File: config.mk
export PLATFORM = sky130hd
export DESIGN_NAME = abms_ctrl
export DESIGN_NICKNAME = d
export VERILOG_FILES = /design/src/hw/rtl/abms_pkg.sv /design/src/hw/rtl/abms_ctrl.sv
export SDC_FILE = /design/constraint.sdc
export NUM_CORES = 1
export LEC_CHECK = 0
export ABC_CLOCK_PERIOD_IN_PS = 2750
export CAP_MARGIN = 25
export CELL_PAD_IN_SITES_DETAIL_PLACEMENT = 0
export CELL_PAD_IN_SITES_GLOBAL_PLACEMENT = 1
export CORE_UTILIZATION = 45
export DETAILED_ROUTE_END_ITERATION = 16
export DONT_BUFFER_PORTS = 1
export GPL_TIMING_DRIVEN = 0
export PLACE_DENSITY = 0.8
export SYNTH_ARGS = -nofsm -noshare
export SYNTH_HDL_FRONTEND = slang
export SYNTH_SLANG_ARGS = --single-unit
File: constraint.sdc
create_clock -name clock -period 2.75 [get_ports clock]
set_clock_uncertainty 0.15 [all_clocks]
set_input_delay 0.55 -clock clock [delete_from_list [all_inputs] [get_ports clock]]
set_output_delay 0.55 -clock clock [all_outputs]
set_load 0.05 [all_outputs]
File: src/hw/rtl/abms_pkg.sv
// abms_pkg: widths, request codes and controller/datapath interface structs
// for the adjacency bit matrix store. Depends on nothing.

package abms_pkg;

   localparam int CMD_W            = 3;
   localparam int VTX_W            = 6;
   localparam int VTX_SPAN         = 1 << VTX_W;
   localparam int VCNT_W           = 7;
   localparam int DEG_W            = 6;
   localparam int EDGE_W           = 11;
   localparam int REQ_DATA_W       = 16;
   localparam int RSP_DATA_W       = 40;
   localparam int MAX_VERTICES_DEF = 64;

   localparam logic [VCNT_W-1:0] VCOUNT_RESET = VCNT_W'(64);
   localparam logic [DEG_W-1:0]  DEG_MAX      = '1;

   typedef enum logic [CMD_W-1:0] {
      CMD_ADD_EDGE   = 3'd0,
      CMD_DEL_EDGE   = 3'd1,
      CMD_DEL_VERTEX = 3'd2,
      CMD_EDGE_QUERY = 3'd3,
      CMD_DEGREE     = 3'd4,
      CMD_EXISTS     = 3'd5,
      CMD_TOTALS     = 3'd6
   } cmd_type;

   // controller -> datapath
   typedef struct packed {
      logic capture;   // take the request in, apply rebuild
      logic rd_pair;   // read rows/degrees of both endpoints
      logic rd_idx;    // read row/degree at the walk index
      logic res_eval;  // form the result of a single-step request
      logic wr_a;      // write back endpoint a
      logic wr_b;      // write back endpoint b, update edge count
      logic wr_scan;   // clear the removed vertex from the row at the walk index
      logic vtx_drop;  // retire the removed vertex
      logic idx_clr;   // restart walk index and totals
      logic idx_inc;   // advance walk index
      logic tot_acc;   // accumulate totals for the walk index
      logic res_tot;   // put totals into the result
      logic out_load;  // move result to the response register
   } abms_ctl_type;

   // datapath -> controller
   typedef struct packed {
      cmd_type cmd;
      logic    b_live;
      logic    edge_upd;
      logic    idx_last;
      logic    out_free;
   } abms_stat_type;

endpackage

File: src/hw/rtl/abms_ctrl.sv
// abms_ctrl: request sequencer of the adjacency bit matrix store.
// Depends on abms_pkg; drives the datapath abms_dpath through abms_ctl_type.

module abms_ctrl
   import abms_pkg::*;
(
   input  logic          clock,
   input  logic          reset,
   input  logic          req_tvalid,
   output logic          req_tready,
   input  abms_stat_type stat,
   output abms_ctl_type  ctl
);

   typedef enum logic [10:0] {
      ST_IDLE     = 11'b000_0000_0001,
      ST_LOOK     = 11'b000_0000_0010,
      ST_EVAL     = 11'b000_0000_0100,
      ST_WR_B     = 11'b000_0000_1000,
      ST_SCAN_RD  = 11'b000_0001_0000,
      ST_SCAN_WR  = 11'b000_0010_0000,
      ST_SCAN_END = 11'b000_0100_0000,
      ST_TOT_RD   = 11'b000_1000_0000,
      ST_TOT_ACC  = 11'b001_0000_0000,
      ST_TOT_END  = 11'b010_0000_0000,
      ST_DONE     = 11'b100_0000_0000
   } state_type;

   state_type state_ff, state_in;

   assign req_tready = (state_ff == ST_IDLE);

   always_comb begin
      state_in = state_ff;
      ctl      = '0;
      case (state_ff)
         ST_IDLE: begin
            if (req_tvalid) begin
               ctl.capture = 1'b1;
               state_in    = ST_LOOK;
            end
         end
         ST_LOOK: begin
            ctl.rd_pair = 1'b1;
            state_in    = ST_EVAL;
         end
         ST_EVAL: begin
            ctl.res_eval = 1'b1;
            state_in     = ST_DONE;
            case (stat.cmd)
               CMD_ADD_EDGE, CMD_DEL_EDGE: begin
                  if (stat.edge_upd) begin
                     ctl.wr_a = 1'b1;
                     state_in = ST_WR_B;
                  end
               end
               CMD_DEL_VERTEX: begin
                  if (stat.b_live) begin
                     ctl.idx_clr = 1'b1;
                     state_in    = ST_SCAN_RD;
                  end
               end
               CMD_TOTALS: begin
                  ctl.idx_clr = 1'b1;
                  state_in    = ST_TOT_RD;
               end
               default: ;
            endcase
         end
         ST_WR_B: begin
            ctl.wr_b = 1'b1;
            state_in = ST_DONE;
         end
         ST_SCAN_RD: begin
            ctl.rd_idx = 1'b1;
            state_in   = ST_SCAN_WR;
         end
         ST_SCAN_WR: begin
            ctl.wr_scan = 1'b1;
            if (stat.idx_last) begin
               state_in = ST_SCAN_END;
            end else begin
               ctl.idx_inc = 1'b1;
               state_in    = ST_SCAN_RD;
            end
         end
         ST_SCAN_END: begin
            ctl.vtx_drop = 1'b1;
            state_in     = ST_DONE;
         end
         ST_TOT_RD: begin
            ctl.rd_idx = 1'b1;
            state_in   = ST_TOT_ACC;
         end
         ST_TOT_ACC: begin
            ctl.tot_acc = 1'b1;
            if (stat.idx_last) begin
               state_in = ST_TOT_END;
            end else begin
               ctl.idx_inc = 1'b1;
               state_in    = ST_TOT_RD;
            end
         end
         ST_TOT_END: begin
            ctl.res_tot = 1'b1;
            state_in    = ST_DONE;
         end
         ST_DONE: begin
            if (stat.out_free) begin
               ctl.out_load = 1'b1;
               state_in     = ST_IDLE;
            end
         end
         default: state_in = ST_IDLE;
      endcase
   end

   always_ff @(posedge clock) begin
      if (reset) begin
         state_ff <= ST_IDLE;
      end else begin
         state_ff <= state_in;
      end
   end

   a_accept_look: assert property (@(posedge clock) disable iff (reset)
      ctl.capture |=> state_ff == ST_LOOK)
      else $error("accepted request did not start the lookup");

   a_one_write: assert property (@(posedge clock) disable iff (reset)
      $onehot0({ctl.capture, ctl.wr_a, ctl.wr_b, ctl.wr_scan, ctl.vtx_drop}))
      else $error("overlapping storage updates");

   a_scan_end: assert property (@(posedge clock) disable iff (reset)
      (state_ff == ST_SCAN_WR && stat.idx_last) |=> state_ff == ST_SCAN_END)
      else $error("vertex removal walk overran the last vertex");

   a_wr_b_pair: assert property (@(posedge clock) disable iff (reset)
      state_ff == ST_WR_B |-> $past(ctl.wr_a))
      else $error("second endpoint written without the first");

endmodule

==> flow_summary.toml <==
[worst_hold_path]
hold_path_end = "state_ff[1]$_SDFFE_PP0P_"
hold_path.startpoint = "reset"
min_path_cells = 1
hp-class = "primary input to register"

[pwr]
pwr_dens_mw_per_mm2 = 373.0
static-leakage-power_uw = 0.0003312
vdd_drop_max_uv = 379.7

[placement]
hpwl_um = 1200
placedInstanceArea_um2 = 783.3
routabilityCongestion = 0.8231
io_buffers = 0

[synth]
syn-instance-count = 90
edff_count_synth = 0
asyncSetResetFlopFracSynth = 0
average_cell_area_after_synthesis_um2 = 7.883
warning_count_from_the_yosys_run = 0
synth.cell_area_um2 = 709.4
seq_area_frac_synth = 0.3104
synthFlopType = "sky130_fd_sc_hd__dfxtp_1"
net_count_of_the_mapped_netlist = 100
synth_cell_types = 32
postSynthRegisterBits = 11

[final_layout]
area_growth_pct = 30.86
layout_cell_share_with_drive_strength_beyond_1 = 0.3396
final_nets = 117
largest_reg_flops = 11
registers.top_by_ff_count = "state_ff"
postLayoutCellArea_um2 = 928.4
largest_registers = "state_ff (11)"
antenna_cells_inserted = 0

[clocking]
insertion_delay_ns = 0.26
clock_sinks = 11
cts_buf_count = 3
clock-root-buffer = "sky130_fd_sc_hd__clkbuf_4"
clock_path_buffers = 2
clk_pin_slew_worst_setup_hold_paths_ns = 0.07
ctsHtreeMaxLevel = 1
cts_tree = "yes"
post_cts_hold_buffer_count = 0

[global_route]
global_router_s_overall_resource_usage = 0.2025
pin_count_of_the_biggest_net_entering_global_routing = 9
groute.layer.met2.usage = 0.3313
grt-busiest-layer = "met2"
first_global_vias = 619
grt_use_met1 = 0.2399
globalRouteMet3Util = 0.06087
overflow = 0
antenna_found_initial = 0
grt_pass1_wl_um = 2711

[setup_path]
critPathKind = "register to primary output"
endpoint_kind = "primary output"
category_of_the_worst_setup_path_launch_point = "register"
reg_to_reg_setup_timing_slack_ns = 0.36
slowest_stage = "sky130_fd_sc_hd__nor2_1"
worstRegToRegCells = 6
cp_slowest_stage_delay_ns = 0.75
worstPathArrival_ns = 2.00
timing.critical_path.required_ns = 2.05
path_cells = "nor4_1 > nand4_1 > nor2_1"
worst_r2r_endpoint = "state_ff[8]$_SDFFE_PP0P_"
regToRegStartpoint = "state_ff[4]$_SDFFE_PP0P_"
critical_path.max_fanout = 7

[sta]
fin_worst_hold_slack_ns = 0.2042
final_hold_viol_count = 0
max_slew.worst_pin.slew_ns = 0.8783
final_total_negative_setup_slack_ns = 0
rsz0062_at_grt = "true"
finalMaxSlewViolations = 0
setup_viol = 0
fmaxAchievable_mhz = 369.9
max_slew_margin = 0.4123
post-route-min-period_ns = 2.703
fin_crit_sh = 0.9830

[outcome]
status = "completed"

[floorplan]
die_width_um = 41.71
die_y_um = 41.71
dieArea_mm2 = 0.001739
design.core.area_mm2 = 0.001383
starting_utilization_of_the_core_area = 0.5131
core.rowCount = 13
top_level_ports = 24

[run]
cap_violations = 0

[route]
finalWirelength_um = 1728
ant_nets = 0
first_pass_iters = 4
routed_wire_length_per_instance_um = 14.28
dr.first_iter.drc_count = 11
vias = 739
remaining_drc_errors = 0
vias_per_cell = 6.107
## synthesized netlist by cell type (all sizes together) (3+ instances only)
master,count,area share
nand2,7,0.037
nor2,11,0.058
nand3,4,0.028
dfxtp,11,0.31
nor2b,3,0.026
o21ai,3,0.021
nor4b,3,0.046
nor4,6,0.074
inv,5,0.026
nor3,11,0.085
## metal layers
metal / share of wire / vias up
met5: 0 / -
met4: 0.0098 / 0
met2: 0.49 / 25
met1: 0.43 / 345
li1: - / 365
met3: 0.061 / 4
## repair_timing
| item | in CTS | in global routing |
|---|---|---|
| pin swaps | 2 | 3 |
| hold endpoints to repair | 0 | 0 |
| endpoints found under the setup margin | 6 | 8 |
| resized for setup | 7 | 10 |
| setup buffers | 1 | 6 |
## cells in the final DEF, fill, tap and decap left out, drive strengths merged, types with 3 or more instances in the layout
cell type / synthesis / routed
nor2: 11 / 11
inv: 5 / 4
nand3: 4 / 4
nor2b: 3 / 3
nand2: 7 / 7
nor4: 6 / 6
clkbuf: 0 / 4
dfxtp: 11 / 11
o21ai: 3 / 3
buf: 1 / 13
nor4b: 3 / 3
nor3: 11 / 11
## stage by stage
step	worst slack [ns]	cells	power (uW)	util
floorplan	-0.06470	90	227.5	-
global placement	-0.2257	105	235.5	0.5394
detailed placement	-0.1321	110	239.4	0.5665
CTS	-0.02981	115	348.8	0.6136
global route	-0.09366	121	364.1	0.6715
finish	0.04677	121	346.3	0.6715
## how the worst max path moves through the flow
stage / to / from
2_1_floorplan: ctl[1] / state_ff[4]$_SDFFE_PP0P_
3_3_place_gp: ctl[1] / state_ff[0]$_SDFFE_PP1P_
3_5_place_dp: ctl[3] / state_ff[10]$_SDFFE_PP0P_
4_1_cts: ctl[4] / state_ff[10]$_SDFFE_PP0P_
5_1_grt: ctl[4] / state_ff[10]$_SDFFE_PP0P_
6_report: ctl[4] / state_ff[10]$_SDFFE_PP0P_
## where the power goes
group	leakage (uW)	total, uW	switching [uW]	internal [uW]
sequential	0.0000907	166	5.93	160
clock	0.0000150	107	50.9	56.0
combinational	0.000226	73.0	46.4	26.6
total	0.000331	346	103	243
## worst max-delay path: cells and delay by family, from the launching register on
kind / cells / cell delay, ns
flip-flops: 1 / 0.36
AND/OR/NAND/NOR: 3 / 1.38
## cells by family (layout without fill, tap and decap cells)
group	count (synthesis)	count (layout)	share of synthesized area
AOI/OAI and AO/OA	13	13	0.1393
xor gates and xnor gates	2	2	0.02470
buffers and inverters	6	22	0.03351
DFF	11	11	0.3104
and+or+nand+nor	58	58	0.4921
## area by class of cell
type                            count  area (um^2)
Tap cell                           15        18.77
Buffer                              1        5.005
Clock buffer                        4        26.28
Timing Repair Buffer               12        93.84
Sequential cell                    11        227.7
Inverter                            5        22.52
Multi-Input combinational cell     73        534.3
Fill cell                         123        454.2
Note: power is estimated with default switching activity, not from simulation.
